===== config.mk =====
export PLATFORM = sky130hd
export DESIGN_NAME = pga_ctrl
export DESIGN_NICKNAME = d
export VERILOG_FILES = /design/src/pga_pkg.sv /design/src/pga_ctrl.sv
export SDC_FILE = /design/constraint.sdc
export NUM_CORES = 1
export LEC_CHECK = 0
export ABC_AREA = 1
export BUFFER_PORTS_ARGS = -buffer_cell sky130_fd_sc_hd__buf_2
export CAP_MARGIN = 20
export CELL_PAD_IN_SITES_DETAIL_PLACEMENT = 1
export CELL_PAD_IN_SITES_GLOBAL_PLACEMENT = 2
export CORE_AREA = 2 2 41 43
export DETAILED_ROUTE_END_ITERATION = 10
export DIE_AREA = 0 0 43 45
export PLACE_DENSITY = 0.81
export SLEW_MARGIN = 20
export SYNTH_ARGS = -nofsm -noshare
export SYNTH_HDL_FRONTEND = slang
export SYNTH_SLANG_ARGS = --single-unit

===== constraint.sdc =====
create_clock -name clock -period 2.2 [get_ports clock]
set_input_delay 0 -clock clock [delete_from_list [all_inputs] [get_ports clock]]
set_output_delay 0 -clock clock [all_outputs]
set_load 0.05 [all_outputs]

===== src/pga_pkg.sv =====
// Shared types and constants of the pad gradient accumulator.
package pga_pkg;

   localparam int unsigned STORE_DEPTH_DEF = 4096;
   localparam int unsigned DATA_WIDTH_DEF  = 32;
   localparam int unsigned COORD_W         = 12;
   localparam int unsigned GRAD_W          = 32;
   localparam int unsigned CSR_DATA_W      = 36;
   localparam int unsigned CSR_INDEX_W     = 3;

   localparam logic [1:0] MODE_REFLECT  = 2'd0;
   localparam logic [1:0] MODE_EDGE     = 2'd1;
   localparam logic [1:0] MODE_CIRCULAR = 2'd2;

   localparam logic ACT_ADD  = 1'b0;
   localparam logic ACT_READ = 1'b1;

   typedef enum logic [CSR_INDEX_W-1:0] {
      CSR_MODE,
      CSR_PAD_LEFT,
      CSR_PAD_RIGHT,
      CSR_PAD_TOP,
      CSR_PAD_BOTTOM,
      CSR_PAD_FRONT,
      CSR_PAD_BACK,
      CSR_OUT_SHAPE
   } csr_index_type;

   typedef struct packed {
      logic                     action;
      logic signed [GRAD_W-1:0] grad_value;
      logic [COORD_W-1:0]       plane;
      logic [COORD_W-1:0]       z_coord;
      logic [COORD_W-1:0]       y_coord;
      logic [COORD_W-1:0]       x_coord;
      logic [COORD_W-1:0]       read_index;
   } req_type;

   typedef struct packed {
      logic signed [GRAD_W-1:0] read_value;
      logic                     out_of_range;
      logic [COORD_W-1:0]       target_index;
   } rsp_type;

   typedef struct packed {
      logic [1:0]                mode;
      logic signed [COORD_W-1:0] pad_left;
      logic signed [COORD_W-1:0] pad_right;
      logic signed [COORD_W-1:0] pad_top;
      logic signed [COORD_W-1:0] pad_bottom;
      logic signed [COORD_W-1:0] pad_front;
      logic signed [COORD_W-1:0] pad_back;
      logic [CSR_DATA_W-1:0]     out_shape;
   } cfg_type;

   typedef enum logic [2:0] {
      ST_CLEAR,
      ST_IDLE,
      ST_FOLD,
      ST_MUL_Z,
      ST_MUL_Y,
      ST_MUL_X,
      ST_MEM_RD,
      ST_MEM_WR
   } state_type;

   typedef struct packed {
      logic load;
      logic fold;
      logic mul_z;
      logic mul_y;
      logic mul_x;
      logic mem_rd;
      logic mem_wr;
      logic clear;
   } cmd_type;

   typedef struct packed {
      logic clear_done;
   } sts_type;

endpackage


===== src/pga_ctrl.sv =====
// Sequencing state machine of the pad gradient accumulator.
module pga_ctrl
   import pga_pkg::*;
(
   input  logic    clock,
   input  logic    reset,
   input  logic    start,
   input  logic    req_action,
   input  sts_type sts,
   output cmd_type cmd,
   output logic    busy,
   output logic    rsp_valid
);

   state_type state_ff;
   state_type state_in;
   logic      rsp_valid_ff;
   logic      rsp_valid_in;
   logic      accept;

   assign accept = start && (state_ff == ST_IDLE);

   always_comb begin
      state_in = state_ff;
      unique case (state_ff)
         ST_CLEAR: begin
            if (sts.clear_done) begin
               state_in = ST_IDLE;
            end
         end
         ST_IDLE: begin
            if (accept) begin
               state_in = (req_action == ACT_READ) ? ST_MEM_RD : ST_FOLD;
            end
         end
         ST_FOLD:   state_in = ST_MUL_Z;
         ST_MUL_Z:  state_in = ST_MUL_Y;
         ST_MUL_Y:  state_in = ST_MUL_X;
         ST_MUL_X:  state_in = ST_MEM_RD;
         ST_MEM_RD: state_in = ST_MEM_WR;
         ST_MEM_WR: state_in = ST_IDLE;
         default:   state_in = ST_CLEAR;
      endcase
   end

   always_comb begin
      cmd          = '0;
      busy         = (state_ff != ST_IDLE);
      cmd.load     = accept;
      cmd.clear    = (state_ff == ST_CLEAR);
      cmd.fold     = (state_ff == ST_FOLD);
      cmd.mul_z    = (state_ff == ST_MUL_Z);
      cmd.mul_y    = (state_ff == ST_MUL_Y);
      cmd.mul_x    = (state_ff == ST_MUL_X);
      cmd.mem_rd   = (state_ff == ST_MEM_RD);
      cmd.mem_wr   = (state_ff == ST_MEM_WR);
      rsp_valid_in = (state_ff == ST_MEM_WR);
   end

   always_ff @(posedge clock) begin
      if (reset) begin
         state_ff     <= ST_CLEAR;
         rsp_valid_ff <= 1'b0;
      end else begin
         state_ff     <= state_in;
         rsp_valid_ff <= rsp_valid_in;
      end
   end

   assign rsp_valid = rsp_valid_ff;

endmodule


==> key figures <==
Worst setup path
  • Crit-path max FO: 8
  • WS Path Type: reg2out
  • Startpoint types: flip-flop
  • Crit. End Element: output pin
  • RR Endpoint: state_ff[2]
  • Worst r2r src: state_ff[1]
  • FF-to-FF setup slack: approximately 1200 ps
  • Crit path to: cmd[2]
  • Worst Reg-to-Reg Cells: 3
  • Crit path DAT: ~1400 ps
  • Worst endpoint required time: roughly 2200 ps
  • Crit path from: state_ff[1]

STA
  • Clock skew: ~1.4 ps
  • Hold Fails Final Rpt: 0
  • Final Cycle Share: roughly 62%
  • Final setup TNS: 0 ps
  • Fmax achieved: between 700 and 800 MHz
  • RSZ-0062 raised after global routing: false
  • Slew Limit Headroom: 77.6%
  • Slew Limit Fails: 0
  • Tightest Pin Transition: roughly 340 ps
  • Setup Viol. Count Final: 0
  • Fin worst setup slack: approximately 840 ps
  • Tmin final: 1360 ps
  • Hold Slack: roughly 140 ps

Drt
  • First-pass DRT Iterations: 2
  • Via density: around 4.2
  • DRC: 0
  • Vias: approximately 300
  • Average wire per standard cell: between 9 and 10 µm
  • DRT iter0 DRCs: 5
  • Drt total wl: between 600 and 700 µm
  • Post-DRT Antenna Nets: 0

Synth
  • Synth Net Count: 47
  • #FFs+latches synth: 4
  • Sequential element share of the synthesized area: around 27%
  • Mapped Area: about 290 µm²
  • Synth Instances: 42
  • Cell variety after synth: 15
  • Synth Warn #: 0
  • Synth Area per Inst: 6.97 µm²

Floorplan
  • Initial Utilization: between 10% and 20%
  • Standard-cell row count: 14
  • Core Area: approximately 1500 µm²
  • I/O Pins: 15
  • Die area: ~1900 µm²
  • Die Width: 43 µm
  • Die height: about 45 µm

Pwr
  • Power per Cell Area: 930 nW/µm²
  • Largest vdd supply drop: approximately 0.17 mV
  • Total Power: between 0.3 and 0.4 mW
  • Leak Pwr: ~0.19 nW

Finish
  • Antenna cell count: 0
  • Layout cell share with drive strength beyond 1: a little over two fifths
  • Synth-to-Final Area Change: 25.2%
  • Filler cells: about 210
  • Fin util: between 20% and 30%
  • Final-stage net count: 62

Global route
  • Largest net degree at the start of global routing: 12
  • Vias in the first global route: around 260
  • GR Overflow Total: 0
  • Initial antenna violation count: 0
  • First-pass GRT wire length: about 1000 µm
  • All-Layer GR Usage: 7.83%

Placement
  • Post-detail-place hpwl: 511 µm
  • Place WS: 1080 ps
  • Input/output buffers: 14
  • Placer Congestion: about 0.65

Clocking
  • Root Buffer: clkbuf_4
  • Clock sinks: 4
  • CTS H-tree lvls: 1
  • Clk Latency, worst-skew pair: 230 ps
  • Clock Path Buffers: 2
  • Cts repair resizes: 0
  • CTS Buf Count: 3
  • CTS tree: done
  • Clock slew at reported path FFs: 40 ps

Outcome
  • Status: completed

Flow run
  • # Max-Cap Violations: 0

Hold path
  • Hold Crit Class: in2reg
[placed cells by master (no fill, tap or decap)]
| cell type | netlist | final |
|---|---|---|
| dlygate4sd3_1 | 0 | 1 |
| buf_2 | 0 | 14 |
| o21ai_1 | 1 | 1 |
| clkbuf_4 | 0 | 3 |
| a21oi_1 | 2 | 2 |
| dfxtp_1 | 4 | 4 |
| a21oi_2 | 1 | 1 |
| o21ai_0 | 1 | 1 |
| nand3_2 | 2 | 2 |
| inv_2 | 2 | 2 |
| nand2_1 | 3 | 3 |
| nand3_1 | 2 | 2 |
| inv_1 | 5 | 5 |
| nor3_1 | 6 | 6 |
| nor2_4 | 1 | 1 |
| nor2_1 | 7 | 7 |
[synthesized netlist by cell type, drive strengths merged]
master | count | area, µm²
a21oi | 3 | 18.8
buf | 5 | 48.8
dfxtp | 4 | 80.1
inv | 7 | 26.3
nand2 | 3 | 11.3
nand3 | 4 | 30.0
nor2 | 8 | 37.5
nor3 | 6 | 30.0
o21ai | 2 | 10.0
[per-stage QoR]
| step | cells | cell area (µm²) |
|---|---|---|
| 2_1_floorplan | 42 | 293 |
| 3_3_place_gp | 67 | 334 |
| 3_5_place_dp | 67 | 334 |
| 4_1_cts | 71 | 367 |
| 5_1_grt | 71 | 367 |
| 6_report | 71 | 367 |
[how the worst min path moves through the flow]
stage                              to   from  depth (start not counted)
after floorplan           state_ff[0]  reset                          1
after global placement    state_ff[0]  reset                          2
after detailed placement  state_ff[0]  reset                          2
after CTS                 state_ff[0]    sts                          5
after global routing      state_ff[0]    sts                          5
final                     state_ff[0]    sts                          5
[timing repair]
action,in CTS,in global routing
buffers inserted,0,0
hold buffers,1,0
hold endpoints to repair,2,0
[area by class of cell]
cell class	instances	area [µm²]	share of cell area (%)
clock buffer	3	22.5	6.14
inverter	7	26.3	7.17
multi-input combinational	26	138	37.5
sequential	4	80.1	21.8
tap	16	20.0	5.46
timing repair buffer	15	80.1	21.8
[state kept, by name, summed over array words and instances, names as in the netlist]
signal and flops:
state_ff 3, rsp_valid 1
[cells by family after synthesis]
| kind of cell | after synthesis | share of synthesized area (%) |
|---|---|---|
| buffers and inverters | 12 | 25.6 |
| AO/OA/AOI/OAI | 5 | 9.83 |
| AND/OR/NAND/NOR | 21 | 37.2 |
| flip-flops | 4 | 27.4 |
[report_power, final]
group          switching (mW)  total (mW)  internal, mW
Sequential             0.0185       0.100        0.0817
Combinational           0.112       0.150        0.0379
Clock                  0.0296      0.0906        0.0610
Total                   0.160       0.341         0.181
[critical path, stage by stage (launching register included)]
cell and delay (ps):
dfxtp_1 510, inv_1 150, nor3_1 180, buf_2 290
[per-layer routing]
metal,wire [µm],track usage (%),vias up,share of wire [%]
li1,-,-,159,-
met1,309,9.07,132,47
met2,300,9.70,6,46
met3,44,6.00,0,6.7
met4,0,5.45,0,0
met5,0,0,-,0
No activity file was read; power rests on OpenSTA's default activity.
