<file path="config.mk">
export PLATFORM = sky130hd
export DESIGN_NAME = pga_csr
export DESIGN_NICKNAME = d
export VERILOG_FILES = /design/src/pga_pkg.sv /design/src/pga_csr.sv
export SDC_FILE = /design/constraint.sdc
export NUM_CORES = 1
export LEC_CHECK = 0
export ABC_AREA = 1
export BUFFER_PORTS_ARGS = -buffer_cell sky130_fd_sc_hd__buf_4
export CAP_MARGIN = 40
export CORE_MARGIN = 2
export CORE_UTILIZATION = 50
export DETAILED_ROUTE_END_ITERATION = 16
export GPL_TIMING_DRIVEN = 0
export MAX_ROUTING_LAYER = met4
export PLACE_DENSITY = 0.8
export SLEW_MARGIN = 15
export SYNTH_ARGS = -nofsm -noshare
export SYNTH_HDL_FRONTEND = slang
export SYNTH_SLANG_ARGS = --single-unit
</file>
<file path="constraint.sdc">
create_clock -name clock -period 1 [get_ports clock]
set_input_delay 0.05 -clock clock [delete_from_list [all_inputs] [get_ports clock]]
set_output_delay 0.05 -clock clock [all_outputs]
set_load 0.005 [all_outputs]
</file>
<file path="src/pga_pkg.sv">
// Shared types and constants of the pad gradient accumulator.
package pga_pkg;

   localparam int unsigned STORE_DEPTH_DEF = 4096;
   localparam int unsigned DATA_WIDTH_DEF  = 32;
   localparam int unsigned COORD_W         = 12;
   localparam int unsigned GRAD_W          = 32;
   localparam int unsigned CSR_DATA_W      = 36;
   localparam int unsigned CSR_INDEX_W     = 3;

   localparam logic [1:0] MODE_REFLECT  = 2'd0;
   localparam logic [1:0] MODE_EDGE     = 2'd1;
   localparam logic [1:0] MODE_CIRCULAR = 2'd2;

   localparam logic ACT_ADD  = 1'b0;
   localparam logic ACT_READ = 1'b1;

   typedef enum logic [CSR_INDEX_W-1:0] {
      CSR_MODE,
      CSR_PAD_LEFT,
      CSR_PAD_RIGHT,
      CSR_PAD_TOP,
      CSR_PAD_BOTTOM,
      CSR_PAD_FRONT,
      CSR_PAD_BACK,
      CSR_OUT_SHAPE
   } csr_index_type;

   typedef struct packed {
      logic                     action;
      logic signed [GRAD_W-1:0] grad_value;
      logic [COORD_W-1:0]       plane;
      logic [COORD_W-1:0]       z_coord;
      logic [COORD_W-1:0]       y_coord;
      logic [COORD_W-1:0]       x_coord;
      logic [COORD_W-1:0]       read_index;
   } req_type;

   typedef struct packed {
      logic signed [GRAD_W-1:0] read_value;
      logic                     out_of_range;
      logic [COORD_W-1:0]       target_index;
   } rsp_type;

   typedef struct packed {
      logic [1:0]                mode;
      logic signed [COORD_W-1:0] pad_left;
      logic signed [COORD_W-1:0] pad_right;
      logic signed [COORD_W-1:0] pad_top;
      logic signed [COORD_W-1:0] pad_bottom;
      logic signed [COORD_W-1:0] pad_front;
      logic signed [COORD_W-1:0] pad_back;
      logic [CSR_DATA_W-1:0]     out_shape;
   } cfg_type;

   typedef enum logic [2:0] {
      ST_CLEAR,
      ST_IDLE,
      ST_FOLD,
      ST_MUL_Z,
      ST_MUL_Y,
      ST_MUL_X,
      ST_MEM_RD,
      ST_MEM_WR
   } state_type;

   typedef struct packed {
      logic load;
      logic fold;
      logic mul_z;
      logic mul_y;
      logic mul_x;
      logic mem_rd;
      logic mem_wr;
      logic clear;
   } cmd_type;

   typedef struct packed {
      logic clear_done;
   } sts_type;

endpackage

</file>
<file path="src/pga_csr.sv">
// Configuration registers of the pad gradient accumulator.
module pga_csr
   import pga_pkg::*;
(
   input  logic                   clock,
   input  logic                   reset,
   input  logic                   csr_we,
   input  logic [CSR_INDEX_W-1:0] csr_index,
   input  logic [CSR_DATA_W-1:0]  csr_wdata,
   output cfg_type                cfg
);

   cfg_type cfg_ff;
   cfg_type cfg_in;

   always_comb begin
      cfg_in = cfg_ff;
      if (csr_we) begin
         unique case (csr_index_type'(csr_index))
            CSR_MODE:       cfg_in.mode       = csr_wdata[1:0];
            CSR_PAD_LEFT:   cfg_in.pad_left   = csr_wdata[COORD_W-1:0];
            CSR_PAD_RIGHT:  cfg_in.pad_right  = csr_wdata[COORD_W-1:0];
            CSR_PAD_TOP:    cfg_in.pad_top    = csr_wdata[COORD_W-1:0];
            CSR_PAD_BOTTOM: cfg_in.pad_bottom = csr_wdata[COORD_W-1:0];
            CSR_PAD_FRONT:  cfg_in.pad_front  = csr_wdata[COORD_W-1:0];
            CSR_PAD_BACK:   cfg_in.pad_back   = csr_wdata[COORD_W-1:0];
            CSR_OUT_SHAPE:  cfg_in.out_shape  = csr_wdata;
            default:        cfg_in = cfg_ff;
         endcase
      end
   end

   always_ff @(posedge clock) begin
      if (reset) begin
         cfg_ff <= '0;
      end else begin
         cfg_ff <= cfg_in;
      end
   end

   assign cfg = cfg_ff;

endmodule

</file>
==> results.txt, run 1 <==
Tot GR Track Use = 28.0%
Sequential share of the synthesized area = 50.5%
Pin count of the biggest net entering global routing = 18
Antenna-violating nets left = 0
CTS buffer count = 9
Clk buf depth = 2
Post-CTS sizing = 0
I/O Pins = 152
Multi-input logic area = 0.00182 mm²
Area delta synth->final = 36.9%
Post-Syn Nets = 691
Slew @ Worst Pin = 480 ps
Mapped Area = 0.00436 mm²
Clk sinks = 110
Max reg flops = 110
Critical R2R Launch = cfg[62]$_SDFFE_PP0P_
Starting DRT DRC Count = 261
Status = completed
RSZ-0062 raised after global routing = false
Setup crit end kind = output pin
# H-tree levels = 3
Core ar. = 0.00859 mm²
FF-to-FF End = cfg[62]$_SDFFE_PP0P_
CTS tree = yes
Port buffer count = 151
Worst-path fanout max = 2
Crit-path cells = buf_4
Initial Util = 50.8%
Routability congestion estimate from global placement = 0.854
Arrival time worst endpoint = 870 ps
Hold depth = 5
PwrDens = 1420 mW/mm²
Min-delay worst type = primary input to flip-flop
Post-layout util = 69.5%
Most frequent cell after synthesis = nor2_1
Chip Height = 97.4 µm
Largest area contributor in the netlist = dfxtp_1
Global-route wire length before repair = 21.0 mm
Power, Total = 8500 µW
Startpoint types = flip-flop
Synth unique cells = 11
Detail Placement HPWL = 9.47 mm
DRC = 0
Cells after synthesis = 649
Drt pass-1 iters = 5
Final Skew = 0 ps
Clock-pin slew on the worst setup and hold paths = 110 ps
Crit path largest cell delay = 380 ps
Ratio of cells with drive above 1 in the final layout = 23.3%
Final setup violation count = 0
FFs w/ async S/R, synth = 0%
Share of the synthesized area in the top cell type = 50.5%
CTS root buf = clkbuf_8
Max_slew headroom = 68.0%
Max-cap viol count = 0
Instance count on the critical path = 1
Critical Path Source = cfg[91]$_SDFFE_PP0P_
Critical Path End = cfg[91]
Diode count = 0
Maximum vdd drop = 841 µV
Filler cells = 736
Nets = 867
Yosys reg bits = 110
Worst reg-to-reg setup slack = 380 ps
Clk Latency, worst-skew pair = 350 ps
Pins Over Slew Limit = 0
Synth Flop Type = dfxtp_1
Fmax achieved = 1090 MHz
Min Tclk post-route = 918 ps
DR vias = 4606
Buf+Inv Stages, Crit Path = 1
Critical Path Slowest Stage Cell = dfxtp_1
WL per Instance = 13.8 µm
Die width = 97.4 µm
Leak = 0.00300 µW
Row count = 34
Register area = 0.00220 mm²
EDFF count, synth = 0
Critical path class = flip-flop to output pin
WL final = 12.9 mm
Initial antenna violation count = 0
Fin crit share = 91.8%
Vias in the first global route = 4410
Top post-synthesis cells by count = 231 x nor2_1, 152 x nand2_1, 110 x dfxtp_1, 74 x nand3_1, 42 x inv_1
Final Hold Fails = 0
GRT overflow = 0
Die area = 0.00949 mm²
R2R depth = 2
CP delay by family, top = flip-flops
Ys Warns = 0
Vias per std cell = 4.91
Synth Area per Inst = 6.72 µm²
Required time worst endpoint = 950 ps
Synth top area cells = dfxtp_1 50%, nor2_1 20%, nand2_1 13%, nand3_1 8.5%, inv_1 3.6%
==> worst min path at each step <==
stage,startpoint,end,slack [ps]
6_report,csr_wdata[29],cfg[29]$_SDFFE_PP0P_,3
5_1_grt,csr_wdata[29],cfg[29]$_SDFFE_PP0P_,8
4_1_cts,csr_wdata[27],cfg[27]$_SDFFE_PP0P_,0.03
3_5_place_dp,csr_wdata[32],cfg[32]$_SDFFE_PP0P_,360
3_3_place_gp,csr_wdata[15],cfg[15]$_SDFFE_PP0P_,340
2_1_floorplan,csr_wdata[12],cfg[12]$_SDFFE_PP0P_,240
==> power by group <==
group | internal (µW) | total (µW) | leakage [µW] | switching [µW]
Sequential | 4530 | 4620 | 0.000894 | 86.5
Combinational | 529 | 1160 | 0.00201 | 627
Clock | 1250 | 2720 | 0.000101 | 1480
Total | 6310 | 8500 | 0.00300 | 2190
==> cells in the final DEF, fill, tap and decap left out, drive strengths merged <==
master	netlist	layout
nor2	232	232
buf	35	186
nand2	152	152
dfxtp	110	110
nand3	74	74
inv	43	43
clkbuf	3	15
dlygate4sd3	0	14
clkinv	0	3
bufinv	0	1
==> repair_timing <==
action                                  4_1_cts  5_1_grt
hold buffers                                 14        0
buffers inserted                              0        0
endpoints found under the setup margin        0        0
endpoints found under the hold margin        14        0
==> per-layer routing <==
layer / up-vias / GRT usage [%] / part of all wire (%)
li1: 2301 / - / -
met1: 2087 / 34.6 / 43
met2: 193 / 46.6 / 48
met3: 25 / 5.76 / 6.7
met4: 0 / 8.23 / 2.3
met5: - / - / 0
==> kinds of logic (layout without fill, tap and decap cells) <==
kind of cell	count (synthesis)	after routing	share of synthesized area [%]
buffers and inverters	81	262	7.83
and+or+nand+nor	458	458	41.7
DFF	110	110	50.5
==> per-stage QoR <==
| step | hold WS [ps] | setup TNS [ps] | area, µm² | worst slack [ps] | std cells |
|---|---|---|---|---|---|
| 6_report | 2.82 | 0 | 5970 | 81.5 | 938 |
| 3_5_place_dp | 358 | -12310 | 5630 | -190 | 908 |
| 4_1_cts | 0.0312 | 0 | 5970 | 85.2 | 938 |
| 3_3_place_gp | 343 | -9700 | 5630 | -165 | 908 |
| 2_1_floorplan | 243 | 0 | 4360 | 190 | 649 |
| 5_1_grt | 8.48 | 0 | 5970 | 35.8 | 938 |
==> area by class of cell <==
| type | instances | share of cell area (%) |
|---|---|---|
| Timing Repair Buffer | 165 | 21.3 |
| Sequential cell | 110 | 36.9 |
| Multi-Input combinational cell | 458 | 30.5 |
| Tap cell | 108 | 2.26 |
| Clock inverter | 4 | 0.943 |
| Buffer | 38 | 3.02 |
| Clock buffer | 12 | 2.43 |
| Inverter | 43 | 2.70 |
Power figures use the tool's default switching activity.
==> inputs of run 2 (changes only) <==
--- a/config.mk
+++ b/config.mk
@@ -9,11 +9,11 @@
 export BUFFER_PORTS_ARGS = -buffer_cell sky130_fd_sc_hd__buf_4
 export CAP_MARGIN = 40
 export CORE_MARGIN = 2
-export CORE_UTILIZATION = 50
+export CORE_UTILIZATION = 45
 export DETAILED_ROUTE_END_ITERATION = 16
 export GPL_TIMING_DRIVEN = 0
 export MAX_ROUTING_LAYER = met4
-export PLACE_DENSITY = 0.8
+export PLACE_DENSITY = 0.76
 export SLEW_MARGIN = 15
 export SYNTH_ARGS = -nofsm -noshare
 export SYNTH_HDL_FRONTEND = slang
==> constraint.sdc (replaced) <==
create_clock -name clock -period 0.8 [get_ports clock]
set_input_delay 0.04 -clock clock [delete_from_list [all_inputs] [get_ports clock]]
set_output_delay 0.04 -clock clock [all_outputs]
set_load 0.005 [all_outputs]
==> run 2 against run 1 <==
Net effect:
- the flow now finishes with violations (setup timing)
- worst hold slack better by 61 ps
- sequential cell count unchanged
- combinational power is 45% higher
- sequential share of layout area shrank 2.3 points
- non-clock buffer count increased by 23
- final cell count increased by 4.8%
- critical path type unchanged
==> results.txt, run 2 (synthesis gave the netlist of run 1 again) <==
Status = finished with violations
Failing checks = setup timing
Register area = 0.00234 mm² (+6.2%)
Area delta synth->final = 55.2%
Max-cap viol count = 0 (unchanged)
Instance count on the critical path = 1 (unchanged)
Routability congestion estimate from global placement = 0.917 (+7.4%)
Startpoint types = flip-flop
Worst reg-to-reg setup slack = 40 ps (-340 ps)
Max reg flops = 110 (unchanged)
Pins Over Slew Limit = 0 (unchanged)
Critical path class = flip-flop to output pin
FF-to-FF End = cfg[22]$_SDFFE_PP0P_
Critical R2R Launch = cfg[22]$_SDFFE_PP0P_
Clk sinks = 110 (unchanged)
GRT overflow = 0 (unchanged)
Final Hold Fails = 0 (unchanged)
Die area = 0.0105 mm² (+11%)
Commonest non-fill, non-tap cell in the layout = nor2_1
WL final = 14.3 mm (+10%)
Power, Total = 10600 µW (+25%)
Tot GR Track Use = 27.7% (-0.29 points)
Global-route wire length before repair = 21.7 mm (+3.4%)
Diode count = 0 (unchanged)
Multi-input logic area = 0.00185 mm² (+1.6%)
Final setup violation count = 110 (+110)
Clock-pin slew on the worst setup and hold paths = 110 ps (about the same)
CTS tree = yes
Antenna-violating nets left = 0 (unchanged)
Arrival time worst endpoint = 840 ps (-30 ps)
Maximum vdd drop = 1040 µV (+24%)
Port buffer count = 151 (unchanged)
Setup crit end kind = output pin
R2R depth = 3 (+1)
Crit-path cells = buf_6
Initial Util = 46.8% (-4.0 points)
CTS buffer count = 9 (unchanged)
Crit path largest cell delay = 350 ps (-30 ps)
Core ar. = 0.00933 mm² (+8.5%)
Clk Latency, worst-skew pair = 370 ps (+20 ps)
Starting DRT DRC Count = 284 (+8.8%)
Most frequent cells in the layout = 225 x nor2_1, 151 x nand2_1, 110 x dfxtp_2, 110 x buf_6, 74 x nand3_1
Fin crit share = 110%
Leak = 0.00326 µW (+8.6%)
Slew @ Worst Pin = 418 ps (-61.9 ps)
Ratio of cells with drive above 1 in the final layout = 39.2% (+16 points)
Vias per std cell = 4.85 (-1.2%)
Vias in the first global route = 4630 (+5.0%)
PwrDens = 1570 mW/mm² (+10%)
CTS root buf = clkbuf_8
Detail Placement HPWL = 9.25 mm (-2.3%)
Critical Path End = cfg[68]
Buf+Inv Stages, Crit Path = 1 (unchanged)
RSZ-0062 raised after global routing = true
Initial antenna violation count = 0 (unchanged)
Filler cells = 716 (-2.7%)
DR vias = 4771 (+3.6%)
Chip Height = 102 µm (+5.2%)
CP delay by family, top = flip-flops
Pre-CTS setup slack = -394 ps (-205 ps)
Fmax achieved = 1140 MHz
Area of placed instances = 0.00566 mm² (+0.47%)
Critical Path Slowest Stage Cell = dfxtp_2
Min-delay worst type = primary input to flip-flop
Nets = 891 (+2.8%)
Worst-path fanout max = 2 (unchanged)
Row count = 35 (+2.9%)
Die width = 102 µm (+5.2%)
# H-tree levels = 3 (unchanged)
Required time worst endpoint = 760 ps (-190 ps)
Final Instance Area = 0.00677 mm² (+13%)
WL per Instance = 14.5 µm (+5.3%)
Critical Path Source = cfg[68]$_SDFFE_PP0P_
Max_slew headroom = 72.1% (+4.1 points)
DRC = 0 (unchanged)
Drt pass-1 iters = 5 (unchanged)
Clk buf depth = 2 (unchanged)
Min Tclk post-route = 877 ps
Final Skew = 0 ps (unchanged)
Final worst setup slack = -76.6 ps (-158 ps)
Pin count of the biggest net entering global routing = 19 (+1)
I/O Pins = 152 (unchanged)
run 2: changes by cell type in the layout (fill, tap and decap cells not counted), sizes merged:
| cell | before | now |
|---|---|---|
| buf | 186 | 188 |
| inv | 43 | 44 |
| dlygate4sd3 | 14 | 24 |
| clkbuf | 15 | 24 |
| nor2 | 232 | 233 |
| clkinvlp | 0 | 2 |
| bufinv | 1 | 0 |
run 2: layout make-up:
class                   count  share of cell area (%)
flip-flops and latches    110                    34.6
repair buffers            188                    27.8
multi-input cells         459                    27.3
plain buffers              38                    2.99
clock buffers              10                    1.88
clock inverters             6                   0.684
inverters                  43                    2.38
well taps                 129                    2.38
run 2: routing by layer:
metal	routed length, µm	track usage, %
met5	0	-
met2	7120	47.2
met3	921	5.06
met1	5840	31.9
met4	400	11.9
run 2: where the power goes:
part	leakage (µW)	internal (µW)	switching [µW]	total [µW]
logic	0.00223	843	838	1680
registers	0.000945	5700	145	5850
clock network	0.0000829	1150	1960	3110
run 2: worst min-delay path by stage:
stage,start,endpoint,slack [ps],depth (start not counted)
floorplan,csr_wdata[12],cfg[12]$_SDFFE_PP0P_,230,4
global placement,csr_wdata[23],cfg[23]$_SDFFE_PP0P_,330,5
detailed placement,csr_wdata[35],cfg[35]$_SDFFE_PP0P_,340,5
CTS,csr_index[0],cfg[71]$_SDFFE_PP0P_,90,5
global route,csr_index[0],cfg[91]$_SDFFE_PP0P_,80,5
finish,csr_index[0],cfg[91]$_SDFFE_PP0P_,60,5
run 2: timing repair:
action                                 4_1_cts  5_1_grt
pin swaps                                    0        1
cloned                                       0        1
setup endpoints to repair                  112      190
hold buffers                                24        0
buffers inserted                             7        6
resized for setup                          222       21
endpoints found under the hold margin       24        0
run 2: metrics by stage:
stage | util (%) | setup TNS, ps | hold WS (ps) | std cells
global placement | 60.7 | -28710 | 333 | 929
CTS | 71.6 | -7320 | 90.9 | 976
floorplan | - | -0.726 | 233 | 649
detailed placement | 60.7 | -34290 | 343 | 929
finish | 72.6 | -6730 | 63.4 | 983
global route | 72.6 | -9630 | 82.4 | 983
==> inputs of run 3 (changes only) <==
--- a/config.mk
+++ b/config.mk
@@ -8,6 +8,7 @@
 export ABC_AREA = 1
 export BUFFER_PORTS_ARGS = -buffer_cell sky130_fd_sc_hd__buf_4
 export CAP_MARGIN = 40
+export CORE_ASPECT_RATIO = 1.25
 export CORE_MARGIN = 2
 export CORE_UTILIZATION = 45
 export DETAILED_ROUTE_END_ITERATION = 16
==> constraint.sdc (replaced) <==
create_clock -name clock -period 0.8 [get_ports clock]
set_input_delay 0.2 -clock clock [delete_from_list [all_inputs] [get_ports clock]]
set_output_delay 0.2 -clock clock [all_outputs]
set_load 0.005 [all_outputs]
==> run 3 against run 2 <==
Net effect:
- the flow still finishes with violations (setup timing)
- clock skew unchanged
- global-route usage decreased by 2.1 points
- sequential cell count unchanged
- cell area increased by 8.1%
- die area about the same
- register-to-register slack improved by 30 ps
- first-iteration DRC count decreased by 28%
- largest cell class unchanged
==> results.txt, run 3 (synthesis gave the netlist of run 1 again) <==
Status = finished with violations
Failing checks = setup timing
Required time worst endpoint = 600 ps (-160 ps)
Pin count of the biggest net entering global routing = 17 (-2)
Die area = 0.0105 mm² (about the same)
Clk Latency, worst-skew pair = 350 ps (-20 ps)
GRT overflow = 0 (unchanged)
Most frequent cells in the layout = 216 x nor2_1, 122 x buf_6, 110 x dfxtp_2
Min-delay worst type = primary input to flip-flop
Power, Total = 12300 µW (+15%)
Maximum vdd drop = 1060 µV (+2.1%)
Startpoint types = flip-flop
Initial Util = 45.9% (-0.89 points)
Pins Over Slew Limit = 0 (unchanged)
R2R depth = 3 (unchanged)
Critical Path Slowest Stage Cell = dfxtp_2
Worst-path fanout max = 2 (unchanged)
Core ar. = 0.00951 mm² (+1.9%)
Global-route wire length before repair = 20.8 mm (-4.4%)
Min Tclk post-route = 1010 ps (+133 ps)
Detail Placement HPWL = 9.25 mm (about the same)
Clock-pin slew on the worst setup and hold paths = 70 ps (-40 ps)
Hold depth = 5 (unchanged)
WL final = 14.9 mm (+4.3%)
Vias in the first global route = 4446 (-4.0%)
Final Hold Fails = 0 (unchanged)
Final setup violation count = 136 (+24%)
CTS buffer count = 9 (unchanged)
DR vias = 4788 (+0.36%)
CTS tree = yes
Max_slew headroom = 67.3% (-4.8 points)
CTS root buf = clkbuf_16
Leak = 0.00345 µW (+6.0%)
Nets = 871 (-2.2%)
# hold bufs at CTS = 0 (-100%)
Diode count = 0 (unchanged)
Port buffer count = 151 (unchanged)
Min Hold Slack = 161 ps (+97.6 ps)
Tot GR Track Use = 25.6% (-2.1 points)
Clk sinks = 110 (unchanged)
Clk buf depth = 2 (unchanged)
Starting DRT DRC Count = 205 (-28%)
Chip Height = 114 µm (+11%)
Ratio of cells with drive above 1 in the final layout = 48.9% (+9.7 points)
PwrDens = 1680 mW/mm² (+6.8%)
Max reg flops = 110 (unchanged)
WL per Instance = 15.5 µm (+6.8%)
Area delta synth->final = 67.7%
Instance count on the critical path = 1 (unchanged)
Fmax achieved = 990 MHz (-13%)
Slew @ Worst Pin = 490 ps (+71.9 ps)
Buf+Inv Stages, Crit Path = 1 (unchanged)
Antenna-violating nets left = 0 (unchanged)
Routability congestion estimate from global placement = 0.835 (-9.0%)
Crit path largest cell delay = 360 ps (about the same)
I/O Pins = 152 (unchanged)
Max-cap viol count = 0 (unchanged)
Setup crit end kind = output pin
Drt pass-1 iters = 5 (unchanged)
# H-tree levels = 3 (unchanged)
Crit-path cells = buf_6
Row count = 40 (+14%)
Initial antenna violation count = 0 (unchanged)
Vias per std cell = 4.99 (+2.8%)
Die width = 92.1 µm (-10%)
Commonest non-fill, non-tap cell in the layout = nor2_1
CP delay by family, top = flip-flops
Fin crit share = 126% (+17 points)
Critical path class = flip-flop to output pin
DRC = 0 (unchanged)
RSZ-0062 raised after global routing = true
Final worst setup slack = -210 ps (-133 ps)
Arrival time worst endpoint = 810 ps (-30 ps)
Final Skew = 0 ps (unchanged)
run 3: changes by cell type in the layout (fill, tap and decap cells not counted), sizes merged:
cell,previous run,this run
clkbuf,24,25
bufinv,0,1
buf,188,194
inv,44,43
clkinvlp,2,0
dlygate4sd3,24,0
nor2,233,232
run 3: report_power, final:
group          internal [µW]  leakage (µW)  total [µW]  switching (µW)
Combinational            920       0.00236        1850             933
Sequential              5700      0.000945        5850             146
Clock                   2590      0.000152        4580            1990
Total                   9210       0.00345       12300            3070
run 3: through the flow:
stage                     util, %  cell area (µm²)  setup TNS [ps]  cells  setup WS, ps
final                        76.9             7320          -21280    960          -210
after global routing         76.9             7320          -23710    960          -224
after CTS                    71.9             6840          -20270    950          -204
after detailed placement     62.1             5900          -36150    926          -414
after global placement       62.1             5900          -33790    926          -376
after floorplan                 -             4610           -2480    649         -57.1
run 3: layout make-up:
class	count	area, µm²
inverter	43	174
timing repair buffer	169	1850
fill	623	2190
clock inverter	4	45.0
sequential	110	2340
buffer	38	369
tap	126	158
clock buffer	12	256
multi-input combinational	458	2120
run 3: what timing repair did:
item                                    CTS  global route
gates cloned                              0             7
resized for setup                       224            91
pin swaps                                 1            19
endpoints found under the setup margin  150           209
endpoints found under the hold margin     0             0
buffers inserted                          8             3
run 3: path summary, 6_finish.rpt:
path | from | endpoint | slack (ps)
setup / recovery | cfg[21]$_SDFFE_PP0P_ | cfg[21] | -210
hold / removal | csr_wdata[27] | cfg[27]$_SDFFE_PP0P_ | 160
setup reg to reg | cfg[31]$_SDFFE_PP0P_ | cfg[31]$_SDFFE_PP0P_ | 70
hold reg to reg | cfg[1]$_SDFFE_PP0P_ | cfg[1]$_SDFFE_PP0P_ | 480
run 3: per-layer routing:
metal | vias up | part of all wire [%] | track usage (%) | wire length (µm)
met2 | 185 | 53 | 44.1 | 7970
li1 | 2324 | - | - | -
met4 | 0 | 3.0 | 12.6 | 451
met1 | 2245 | 38 | 29.1 | 5630
met3 | 34 | 5.7 | 3.88 | 847
met5 | - | 0 | - | 0
